$ cat src/hdl/vdi_ram.sv
// ----------------------------------------------------------------------------
// vdi_ram
// generic single write port, single read port ram with registered read
// ----------------------------------------------------------------------------
module vdi_ram #(
    parameter int WIDTH = 8,
    parameter int DEPTH = 16
) (
    input  logic                     i_clk,
    input  logic                     i_we,
    input  logic [$clog2(DEPTH)-1:0] i_waddr,
    input  logic [WIDTH-1:0]         i_wdata,
    input  logic                     i_re,
    input  logic [$clog2(DEPTH)-1:0] i_raddr,
    output logic [WIDTH-1:0]         o_rdata
);

    logic [WIDTH-1:0] r_mem [DEPTH];
    logic [WIDTH-1:0] r_rdata;

    always_ff @(posedge i_clk) begin
        if (i_we) begin
            r_mem[i_waddr] <= i_wdata;
        end
        if (i_re) begin
            r_rdata <= r_mem[i_raddr];
        end
    end

    assign o_rdata = r_rdata;

endmodule

$ cat config.mk
export PLATFORM = sky130hd
export DESIGN_NAME = vdi_ram
export DESIGN_NICKNAME = d
export VERILOG_FILES = /design/src/hdl/vdi_ram.sv
export SDC_FILE = /design/constraint.sdc
export NUM_CORES = 1
export LEC_CHECK = 0
export BUFFER_PORTS_ARGS = -buffer_cell sky130_fd_sc_hd__buf_4
export CAP_MARGIN = 20
export CORE_ASPECT_RATIO = 1.25
export CORE_UTILIZATION = 60
export DETAILED_ROUTE_END_ITERATION = 16
export PLACE_DENSITY = 0.78
export SYNTH_ARGS = -nofsm -noshare
export SYNTH_HDL_FRONTEND = slang
export SYNTH_SLANG_ARGS = --single-unit
$ cat constraint.sdc
create_clock -name i_clk -period 2.7 [get_ports i_clk]
set_input_delay 0.675 -clock i_clk [delete_from_list [all_inputs] [get_ports i_clk]]
set_output_delay 0.675 -clock i_clk [all_outputs]
set_load 0.01 [all_outputs]
Yosys cells after proc, flatten, opt, wreduce, memory -nomap -nowiden
Memory sizes are Yosys's and may differ from the RTL's. A register that Yosys moved wholly into a read port is not among the register bits. Index checks and enable logic that the tools add are counted.

Multiplexer cells: 2.

Operators by type and width (count): two-way mux 1 bit (2).

Register bits after elaboration: 0. Memory bits (writable): 128. Bits of input ports: 19. Logic and storage cells: 3. Memories kept: 1.

Memories: r_mem (words 16, bits a word 8, read ports 1, clocked after Yosys merged registers in 1, write ports 1, line 18) `logic [WIDTH-1:0] r_mem [DEPTH];`.

Depth between registers and ports, before layout
Depth in word-level cells: 2. Mapped depth: 5. Mapped depth without buffers: 3.

Worst setup path before layout
OpenSTA, ideal clock, no wires.

Path kind: input to register. Start: in i_waddr[2]. End: mem r_mem[0][0], enable pin. Setup time: 0.383 ns. Arrival time: 1.785 ns. Required time: 2.317 ns. Slack: 0.532 ns. Stages: 2. Buffers on the path: 0. Cell sequence: or3b_2 > nor3_1.

RTL lines: start, declared (line 11) `input logic [$clog2(DEPTH)-1:0] i_waddr,`; end, declared (line 18).

Straight into the memory's write port.

==> flow_summary.ini <==
[outcome]
status = finished clean

[cts]
post_cts_buffers = 0
cts_tree = built
holdBufCountCts = 0
cts_resized = 0
ctsHtreeMaxLevel = 4
clockBufferDepth = 2
worstSkewPairLatency_ns = 0.51
clk_pin_slew_ns = 0.06
cts.sinks = 136
numCtsBuffers = 17
root_buffer = clkbuf_8

[worst_setup_path]
cp.required_ns = 2.96
cpMostUsedCell = buf_4
path_depth = 5
crit_slowest_cell = mux4_2
cp.arrival_ns = 2.07
critPathTopFamily = multiplexers
path_max_fanout = 10
critPathBufInv = 2
start_kind = primary input
cpPeakStageDelay_ns = 0.54
critPathCapture = o_rdata[4]
crit_path_cell_trace = buf_4 -> buf_4 -> mux4_2 -> a22oi_1 -> nand2_1
r2r_cells = 3
crit_start = i_raddr[0]
r2r_start = r_mem[1][0]
r2r-end = o_rdata[0]
critPathCaptureType = flip-flop
reg2reg_setup_slack_ns = 1.21
critPathKind = in2reg

[global_routing]
overflow = 0
antenna_found_initial = 0
grt_max_degree = 33
grt_pass1_wl_mm = 14.87
grt_pass1_vias = 2594
track_usage_pct = 24.16

[placement]
placed_cell_area_mm2 = 0.005613
gp_congestion = 0.7358
io_buffers = 26
post-dp-hpwl_mm = 6.031

[yosys]
ys_types = 18
syn_nets = 248
synthAdderAreaFrac_pct = 0
synth_seq_cells = 136
synth_top_family_by_area = multiplexers
synthMuxAreaShare_pct = 14.79
syn_inst = 229
syn_avg_cell_area_um2 = 22.83
synth_compound_area_share_pct = 2.298
synth-warning-count = 0
synth_top_area_share_pct = 78.12
ys_top_cells_by_area = edfxtp_1 (78%), mux4_2 (7.8%), mux4_1 (7.0%), a22oi_1 (2.3%), nor2_1 (0.93%)
synth_xor_area_share_pct = 0
synthSimpleGateAreaFrac_pct = 3.135
synth_area_mm2 = 0.005228
seq_area_frac_synth_pct = 78.12
yosys.area.top_type = edfxtp_1

[die]
num_io_pins = 27
die_h_um = 106.4
start_util_pct = 62.73
core_mm2 = 0.008333
die-area_mm2 = 0.009092
rows = 37
die_width_um = 85.49

[power_and_ir_drop]
p_total_mw = 4.688
powerDensity_mw_per_mm2 = 762.6
p_leak_nw = 2.102
irDropWorstVdd_v = 0.0007475

[timing]
rsz0062_at_grt = false
tightestPinTransition_ns = 0.7780
setup_violations = 0
fin_crit_sh_pct = 67.08
slew_headroom_pct = 47.94
layout_min_cycle_time_ns = 1.811
tns_ns = 0
fin_skew_ns = 0.005766
timing.fmax_ghz = 0.5521
hold_viol = 0
finalMaxSlewViolations = 0
holdWs_ns = 0.4662

[worst_hold_path]
min_path_type = in2reg

[job]
maxCapViolCount = 0

[drt]
wirelength_mm = 9.782
drtIter0Drc = 237
vias = 2493
detail_route.vias_per_cell = 6.344
wl_per_cell_um = 24.89
drt-pass1-iter-count = 4
ant_nets = 0
drc = 0

[cells_and_area]
layout_commonest_cell = edfxtp_1
stdcell_area_mm2 = 0.006147
area_delta_synth_final_pct = 17.59
nets = 302
drive_gt1_share_pct = 30.41
antenna_cells = 0
mostFrequentLayoutCells = edfxtp_1 (136), buf_4 (44), mux4_2 (18), a22oi_1 (16), clkbuf_16 (16)
## metal layers
metal	global-route usage (%)	part of all wire [%]	wire, µm	up-vias
met2	38.69	52	5115	124
li1	-	-	-	1094
met5	0	0	0	-
met3	7.220	7.4	728	13
met4	9.405	1.4	140	0
met1	31.54	39	3798	1262
## sequential cells by signal, indices dropped and copies added (netlist names)
| signal | cells |
|---|---|
| r_mem | 128 |
| o_rdata | 8 |
## report_power, final
part	internal (mW)	switching, mW	total, mW	leakage [nW]
Sequential	2.38	0.0123	2.39	1.24
Clock	1.29	0.776	2.07	0.264
Combinational	0.104	0.126	0.229	0.601
## synth_stat cells (all sizes together)
library cell / count
nand2: 9
edfxtp: 136
mux4: 32
and2: 1
a22oi: 16
clkdlybuf4s25: 3
nor3: 4
nand2b: 2
buf: 7
nor2b: 1
or3b: 1
nand3b: 2
and2b: 1
nand3: 1
nor2: 13
## worst register-to-register path, stage by stage (launching register included)
cell      delay [ns]
edfxtp_1        0.35
mux4_1          0.51
a22oi_1         0.24
nand2_1         0.12
## cell families after synthesis
kind of cell           after synthesis
flip-flops                         136
AND/OR/NAND/NOR                     35
multiplexers                        32
AO/OA/AOI/OAI                       16
buffers and inverters               10
## area by class of cell
type | instances | area, µm²
Multi-Input combinational cell | 83 | 1057
Clock inverter | 12 | 108.9
Clock buffer | 20 | 425.4
Sequential cell | 136 | 4084
Fill cell | 473 | 2186
Timing Repair Buffer | 45 | 350.3
Tap cell | 97 | 121.4
## stage by stage
stage | util [%] | cells | setup slack (ns)
floorplan | - | 229 | 0.5321
global placement | 67.36 | 361 | 0.4373
detailed placement | 67.36 | 361 | 0.3793
CTS | 73.77 | 393 | 0.9116
global route | 73.77 | 393 | 0.8308
finish | 73.77 | 393 | 0.8888
## worst min path at each step
stage / cells after the start / endpoint / slack (ns) / startpoint
after detailed placement: 3 / o_rdata[1] / 0.74 / r_mem[14][1]
after global routing: 1 / o_rdata[3] / 0.44 / i_re
after floorplan: 3 / o_rdata[0] / 0.70 / r_mem[7][0]
final: 1 / o_rdata[3] / 0.47 / i_re
after global placement: 3 / o_rdata[2] / 0.73 / r_mem[14][2]
after CTS: 1 / o_rdata[3] / 0.44 / i_re
No activity file was read; power rests on OpenSTA's default activity.
