File: src/hdl/vdi_pkg.sv
// ----------------------------------------------------------------------------
// vdi_pkg
// shared types, sizes and helpers of the vertex dedup indexer
// ----------------------------------------------------------------------------
package vdi_pkg;

    localparam int MAX_VERTICES = 1024;
    localparam int MAX_WORDS    = 8;
    localparam int WORD_W       = 32;
    localparam int IDX_W        = $clog2(MAX_VERTICES);
    localparam int CNT_W        = IDX_W + 1;
    localparam int VTX_W        = MAX_WORDS * WORD_W;
    localparam int NW_W         = 4;
    localparam int POS_W        = 16;

    localparam logic [CNT_W-1:0] COUNT_MAX = CNT_W'(MAX_VERTICES);
    localparam logic [POS_W-1:0] POS_MAX   = {POS_W{1'b1}};
    localparam logic [NW_W-1:0]  NW_RESET  = NW_W'(8);

    typedef logic [MAX_WORDS-1:0][WORD_W-1:0] t_vertex;

    typedef enum logic [1:0] {
        S_IDLE,
        S_SCAN,
        S_DONE
    } t_state;

    // register value of zero acts as one, above the maximum acts as the maximum
    function automatic logic [NW_W-1:0] active_words(input logic [NW_W-1:0] cfg);
        logic [NW_W-1:0] n;
        n = cfg;
        if (n == '0) begin
            n = NW_W'(1);
        end
        if (n > NW_W'(MAX_WORDS)) begin
            n = NW_W'(MAX_WORDS);
        end
        return n;
    endfunction

endpackage

File: src/hdl/vdi_cmp.sv
// ----------------------------------------------------------------------------
// vdi_cmp
// bitwise compare of a stored vertex with the probe over the active words
// ----------------------------------------------------------------------------
module vdi_cmp (
    input  vdi_pkg::t_vertex              i_stored,
    input  vdi_pkg::t_vertex              i_probe,
    input  logic [vdi_pkg::NW_W-1:0]      i_words,
    output logic                          o_match
);
    import vdi_pkg::*;

    logic [MAX_WORDS-1:0] w_word_ok;

    always_comb begin
        for (int w = 0; w < MAX_WORDS; w++) begin
            w_word_ok[w] = (NW_W'(w) >= i_words) || (i_stored[w] == i_probe[w]);
        end
    end

    assign o_match = &w_word_ok;

endmodule
File: config.mk
export PLATFORM = sky130hd
export DESIGN_NAME = vdi_cmp
export DESIGN_NICKNAME = d
export VERILOG_FILES = /design/src/hdl/vdi_pkg.sv /design/src/hdl/vdi_cmp.sv
export SDC_FILE = /design/constraint.sdc
export NUM_CORES = 1
export LEC_CHECK = 0
export ABC_AREA = 1
export BUFFER_PORTS_ARGS = -buffer_cell sky130_fd_sc_hd__clkbuf_2
export CORE_AREA = 5 5 198 200
export DETAILED_ROUTE_END_ITERATION = 6
export DIE_AREA = 0 0 203 205
export PLACE_DENSITY = 0.4
export SLEW_MARGIN = 20
export SYNTH_ARGS = -nofsm -noshare
export SYNTH_HDL_FRONTEND = slang
export SYNTH_SLANG_ARGS = --single-unit
File: constraint.sdc
create_clock -name vclk -period 1.3
set_input_delay 0.195 -clock vclk [all_inputs]
set_output_delay 0.195 -clock vclk [all_outputs]
set_load 0.05 [all_outputs]
Yosys cells after proc, flatten, opt, wreduce, memory -nomap -nowiden
Cells that the tools add are included.

storage, ports and cells
  flip-flop bits (word level) = 0
  output and inout port bits = 1
  logic and storage cells = 25
  input bits = 516

operators by class
  reductions and logical operators = 9
  equal/unequal tests = 8
  $lt $le $gt $ge = 8

operators by type and width
  kind                                                               count
  equality test 32 bit                                               8
  greater-or-equal comparator 3 x 4 -> 1 bit (first input constant)  4
  greater-or-equal comparator 1 x 4 -> 1 bit (first input constant)  2
  greater-or-equal comparator 2 x 4 -> 1 bit (first input constant)  2
  logical OR 1 bit                                                   8
  AND reduction 8 bit                                                1

Logic depth before layout (Yosys ltp)
Gate-level depths: netlist of run 1.

  depth in word-level cells = 3
  gate-level depth with buffers = 13
  depth with buffers taken out = 13

Least setup slack after synthesis of run 1
Ideal clock, no wire load.

  path kind = input-to-output
  start point = in i_probe[116] in the netlist's numbering
  end point = out o_match
  path buffers = 0
  required time = 1105 ps
  setup slack = -374 ps
  stages on the path = 11
  arrival = 1479 ps
  cell sequence = xnor2_1 -> nand2_1 -> nor2_1 -> nand2_1 -> nor2_1 -> nand2_1 -> nand2_1 -> nand2_1 -> inv_1 -> nand2_1 -> nor2_1

between the ends
  longest elaborated chain between the ends = 3

ends and longest elaborated chain
  item                  RTL line       source
  start, declared       vdi_cmp.sv:7   input vdi_pkg::t_vertex i_probe,
  equality test 32 bit  vdi_cmp.sv:17  w_word_ok[w] = (NW_W'(w) >= i_words) || (i_stored[w] == i_probe[w]);
  logical OR 1 bit      vdi_cmp.sv:17
  AND reduction 8 bit   vdi_cmp.sv:21  assign o_match = &w_word_ok;
  end, declared         vdi_cmp.sv:9   output logic o_match

Every way passes these cells.

Worst setup path in the final report of run 1
  start point = in i_probe[177] in the netlist's numbering
  end point = out o_match

The elaborated chain is that of the path after synthesis.

==> summary.md, run 1 <==
| Metric | Value |
|---|---|
| Slew headroom | 0.817 |
| Maximum VDD drop | 0.106 mV |
| Wire length per cell | approximately 12 um |
| Area Overhead vs Synth | 98.7% |
| Post-DP Area | 6860 um2 |
| Clock buffers | 0 |
| Die Span X | between 200 and 250 um |
| GP Congestion | 0.797 |
| Crit path time final | around 1800 ps |
| Drt first-iter violations | between 100 and 150 |
| Pin count of the biggest net entering global routing | 5 |
| Worst Slack Setup Final | -462 ps |
| Synth top cells by count | 243 x nand2_1, 237 x xnor2_1, 83 x nor2_1, 46 x inv_1, 3 x o21ai_0 |
| Total Wirelength | roughly 20 mm |
| Yosys top cell by area | xnor2_1 |
| Place WS | -769 ps |
| Setup violators final | 1 |
| Die Footprint | approximately 42000 um2 |
| Yosys cell types | 5 |
| Required time of the critical path | 1110 ps |
| Least-Margin Pin Slew | about 270 ps |
| Initial antenna violation count | 0 |
| Violated checks | negative setup slack |
| Crit end category | primary output |
| Unrepaired setup endpoints after global routing | true |
| Top post-synthesis cells by area | xnor2_1 60%, nand2_1 26%, nor2_1 8.9% |
| Met1 Resource Use GR | 0.100 |
| Tcrit/Tclk final | 1.36 |
| Sequential cell area | 0 um2 |
| Post-DP HPWL | around 20 mm |
| DR vias/cell | ~3.3 |
| Total gr overflow | 0 |
| Net Count, Synth | about 1100 |
| Run status | finished, violations left |
| Final #Nets | around 1700 |
| TNS Setup | -462 ps |
| Post-synthesis instance total | 612 |
| Hold path depth | 8 |
| Syn_area_per_cell | about 5.7 um2 |
| Global routing's busiest layer | met2 |
| Worst Hold End | o_match |
| # diodes | 0 |
| Initial Utilization | 0.0937 |
| Max-cap violations | 0 |
| Crit-path max FO | 1 |
| Post-route DRC | 0 |
| FF+latch count | 0 |
| Final Cell Area | 6930 um2 |
| Count of input and output buffers | about 520 |
| Start point of the worst hold path | i_words[3] |
| First-pass GRT wire length | 28.4 mm |
| Hold-fix buffers, CTS | 0 |
| CP Launch Type | input pin |
| Count of final max-slew check failures | 0 |
| Met3 Use GR | 0.0174 |
| Critical Path AT | ~1600 ps |
| Via count of the first global-routing pass | 5621 |
| FMAX | about 0.57 GHz |
| Post-synthesis sequential area ratio | 0 |
| Top cell type's share of synthesized area | 0.595 |
| GRT met2 Usage | 0.167 |
| Antenna Violating Nets Remaining | 0 |
| Total power | between 0.002 and 0.0025 W |
| Kind of critical path | in -> out |
| Worst hold path type | in -> out |
| Leak | 3.64 nW |
| Via count | around 5200 |
| Final Util | 0.186 |
| Power Dens Cells | ~300 nW/um2 |
| Final Hold Viols | 0 |
| Most common cell in the netlist | nand2_1 |
| Cell Rows | 71 |
| All-Layer GR Usage | 0.0854 |
| Area of the core | about 37000 um2 |
| Die height | roughly 210 um |
| TritonRoute pass-1 iters | 4 |
| Total of warnings raised by yosys | 0 |
| I/O pin count | just over 500 |
| Layout cell share with drive strength beyond 1 | 0.493 |
| Synth Cell Area | between 3000 and 4000 um2 |
## worst max-delay path by stage
stage,from,end,depth (start not counted)
global route,i_probe[177],o_match,14
global placement,i_probe[177],o_match,14
finish,i_probe[177],o_match,14
CTS,i_stored[177],o_match,14
detailed placement,i_probe[177],o_match,14
floorplan,i_probe[30],o_match,11
## power breakdown
group / total (W) / internal, W / switching, W / leakage, nW
clock network: 0 / 0 / 0 / 0
logic: 0.00205 / 0.00122 / 0.000834 / 3.64
registers: 0 / 0 / 0 / 0
total: 0.00205 / 0.00122 / 0.000834 / 3.64
## area by class of cell
type | count | area (um2)
inverters | 46 | 173
fillers | 4345 | 30300
well taps | 474 | 593
multi-input cells | 566 | 3510
repair buffers | 523 | 2650
## worst max-delay path: stages
cell     delay (ps)
buf_6           100
xnor2_2         130
buf_4           140
nand2_2          50
nor2_2          120
nand2_2         120
nor2_4          140
nand2_2          80
nand2_2          70
nand2_2          50
inv_2            60
nand2_2          60
nor2_4          120
buf_12          140
## what timing repair did
action / 4_1_cts / 5_1_grt
setup endpoints to repair: 1 / 1
resized for setup: 6 / 15
setup buffers: 0 / 0
cloned: 0 / 0
pin swaps: 5 / 8
## through the flow
stage / hold WS [ps] / instances
2_1_floorplan: 670 / 612
3_3_place_gp: 995 / 1609
3_5_place_dp: 1010 / 1609
4_1_cts: 1010 / 1609
5_1_grt: 1060 / 1609
6_report: 990 / 1609
## cells in the final DEF, fill, tap and decap left out
cell type / instances
clkbuf_2: 515
nand2_1: 236
xnor2_1: 218
nor2_1: 73
inv_1: 45
xnor2_2: 19
nor2_2: 8
nand2_2: 7
buf_4: 6
o21ai_0: 3
nor2_4: 2
inv_2: 1
buf_6: 1
buf_12: 1
## cell families after synthesis
logic type,count (synthesis),synth area share
simple gates,326,0.351
xor+xnor,237,0.595
compound gates,3,0.00430
buf+inv,46,0.0495
## metal layers
layer,part of all wire,vias up
met3,0.081,4
met1,0.39,2138
met5,0,-
met4,0.0053,0
met2,0.52,265
li1,-,2841
Power figures use the tool's default switching activity.
==> run 2: changes to the inputs <==
--- a/config.mk
+++ b/config.mk
@@ -10,7 +10,7 @@
 export CORE_AREA = 5 5 198 200
 export DETAILED_ROUTE_END_ITERATION = 6
 export DIE_AREA = 0 0 203 205
-export PLACE_DENSITY = 0.4
+export PLACE_DENSITY_LB_ADDON = 0.25
 export SLEW_MARGIN = 20
 export SYNTH_ARGS = -nofsm -noshare
 export SYNTH_HDL_FRONTEND = slang
==> run 2 against run 1 <==
Sequential share of layout area unchanged. Die area unchanged. The flow still finishes with violations (negative setup slack). Worst setup slack better by 33 ps.
==> summary.md, run 2 (same netlist as run 1, synthesis figures left out) <==
| Metric | Value |
|---|---|
| Clock buffers | 0 (unchanged) |
| Post-DP Area | 6850 um2 (was 6860 um2) |
| Sequential Power Share | 0 (about the same) |
| All-Layer GR Usage | 0.0850 (was 0.0854) |
| Pin count of the biggest net entering global routing | 5 (unchanged) |
| Bufs and invs on worst path | 4 (unchanged) |
| Clock power share | 0 (about the same) |
| Wire length per cell | 12.2 um (was 12.3 um) |
| Final #Nets | 1650 (was 1653) |
| Critical path, cell by cell | clkbuf_2 > xnor2_2 > nand2_1 > nor2_1 > buf_4 > nand2_1 > nor2_2 > nand2_1 > nand2_1 > nand2_1 > inv_2 > nand2_4 > nor2_4 > buf_12 (was buf_6 > xnor2_2 > buf_4 > nand2_2 > nor2_2 > nand2_2 > nor2_4 > nand2_2 > nand2_2 > nand2_2 > inv_2 > nand2_2 > nor2_4 > buf_12) |
| Area Overhead vs Synth | 100% (was 98.7%) |
| TritonRoute pass-1 iters | 4 (unchanged) |
| Critical path's largest stage delay | 150 ps (was 140 ps) |
| Power Dens Cells | 299 nW/um2 (was 296 nW/um2) |
| Violated checks | negative setup slack (unchanged) |
| Count of final max-slew check failures | 0 (unchanged) |
| Cell Rows | 71 (unchanged) |
| Unrepaired setup endpoints after global routing | true (unchanged) |
| Run status | finished, violations left (unchanged) |
| Commonest non-fill, non-tap cell in the layout | clkbuf_2 (unchanged) |
| Final Hold Viols | 0 (unchanged) |
| Via count of the first global-routing pass | 5735 (was 5621) |
| GP Congestion | 0.841 (was 0.797) |
| I/O pin count | 517 (unchanged) |
| Post-route DRC | 0 (unchanged) |
| First-pass GRT wire length | 28.3 mm (was 28.4 mm) |
| Most frequent CP cell | nand2_1 (was nand2_2) |
| Antenna Violating Nets Remaining | 0 (unchanged) |
| CP Launch Type | input pin (unchanged) |
| Hold-fix buffers, CTS | 0 (unchanged) |
| Required time of the critical path | 1110 ps (about the same) |
| Initial Utilization | 0.0937 (unchanged) |
| Crit end category | primary output (unchanged) |
| Total Wirelength | 19.6 mm (was 19.9 mm) |
| Crit path time final | 1730 ps (was 1760 ps) |
| Initial antenna violation count | 2 (was 0) |
| Die height | 205 um (unchanged) |
| Via count | 5214 (was 5248) |
| Worst Slack Setup Final | -429 ps (was -462 ps) |
| Leak | 3.69 nW (was 3.64 nW) |
| Die Footprint | 41600 um2 (unchanged) |
| P_int | 0.00123 W (was 0.00122 W) |
| TNS Setup | -429 ps (was -462 ps) |
| Area of the core | 37200 um2 (unchanged) |
| Max-cap violations | 0 (unchanged) |
| Sequential cell area | 0 um2 (unchanged) |
| Tcrit/Tclk final | 1.33 (was 1.36) |
| Post-DP HPWL | 19.3 mm (was 19.7 mm) |
| Place WS | -736 ps (was -769 ps) |
| Logic pwr share | 1.000 (about the same) |
| Drt first-iter violations | 120 (was 122) |
| Worst hold path type | in -> out (unchanged) |
| Crit-path max FO | 1 (unchanged) |
| Critical Path AT | 1530 ps (was 1570 ps) |
| Slew headroom | 0.647 (was 0.817) |
| FMAX | 0.578 GHz (was 0.567 GHz) |
| Kind of critical path | in -> out (unchanged) |
| Commonest cells after routing, fill and taps aside | 514 x clkbuf_2, 238 x nand2_1, 209 x xnor2_1 (was 515 x clkbuf_2, 236 x nand2_1, 218 x xnor2_1) |
| Least-Margin Pin Slew | 525 ps (was 273 ps) |
| Maximum VDD drop | 0.105 mV (was 0.106 mV) |
| Total gr overflow | 0 (unchanged) |
| Die Span X | 203 um (unchanged) |
| Sw Share | 0.409 (was 0.406) |
| Setup violators final | 1 (unchanged) |
| Net switching power | 0.000853 W (was 0.000834 W) |
| Layout cell share with drive strength beyond 1 | 0.499 (was 0.493) |
| Top delay family on crit path | simple AND/OR/NAND/NOR gates (unchanged) |
| Count of input and output buffers | 517 (unchanged) |
| CP max-delay cell | xnor2_2 (was buf_4) |
| # diodes | 0 (unchanged) |
| Final Cell Area | 6980 um2 (was 6930 um2) |
| FF+latch count | 0 (unchanged) |
| DR vias/cell | 3.25 (was 3.26) |
-- run 2: changes by cell type in the layout (fill, tap and decap cells not counted), sizes merged --
cell    previous run  this run
buf                8         6
clkbuf           515       514
-- run 2: final timing paths --
check / startpoint / end / slack (ps) / cells past startpoint
worst max-delay path: i_probe[161] / o_match / -430 / 14
worst min-delay path: i_words[3] / o_match / 1020 / 8
-- run 2: what timing repair did --
item / 4_1_cts / 5_1_grt
cloned: 0 / 0
buffers inserted: 0 / 0
gates resized for setup: 12 / 20
endpoints found under the setup margin: 1 / 1
pin swaps: 2 / 18
-- run 2: power by group through the flow --
stage,Sequential (W),Clock (W),Combinational [W]
floorplan,0,0,0.000953
finish,0,0,0.00208
global route,0,0,0.00233
CTS,0,0,0.00210
global placement,0,0,0.00206
detailed placement,0,0,0.00207
-- run 2: cell type report --
| cell class | instances | area, um2 |
|---|---|---|
| fillers | 4356 | 30200 |
| inverters | 46 | 173 |
| multi-input cells | 566 | 3580 |
| well taps | 474 | 593 |
| repair buffers | 520 | 2640 |
-- run 2: stage by stage --
| step | hold slack, ps | std cells | utilization | power, W |
|---|---|---|---|---|
| finish | 1020 | 1606 | 0.188 | 0.00208 |
| global route | 1090 | 1606 | 0.188 | 0.00233 |
| CTS | 1070 | 1608 | 0.185 | 0.00210 |
| detailed placement | 1120 | 1608 | 0.184 | 0.00207 |
| global placement | 1120 | 1608 | 0.184 | 0.00206 |
| floorplan | 670 | 612 | - | 0.000953 |
-- run 2: tightest hold or removal path, stage by stage --
cell and delay (ps):
clkbuf_2 110, buf_4 100, nand2_1 40, nand2_1 50, inv_1 40, nand2_2 100
nor2_4 50, buf_12 140
-- run 2: layer usage --
metal | track usage | vias up | wire length (um)
met1 | 0.100 | 2102 | 7430
met4 | 0.000727 | 2 | 27
met3 | 0.0171 | 4 | 1700
li1 | - | 2836 | -
met5 | 0 | - | 13
met2 | 0.168 | 270 | 10400
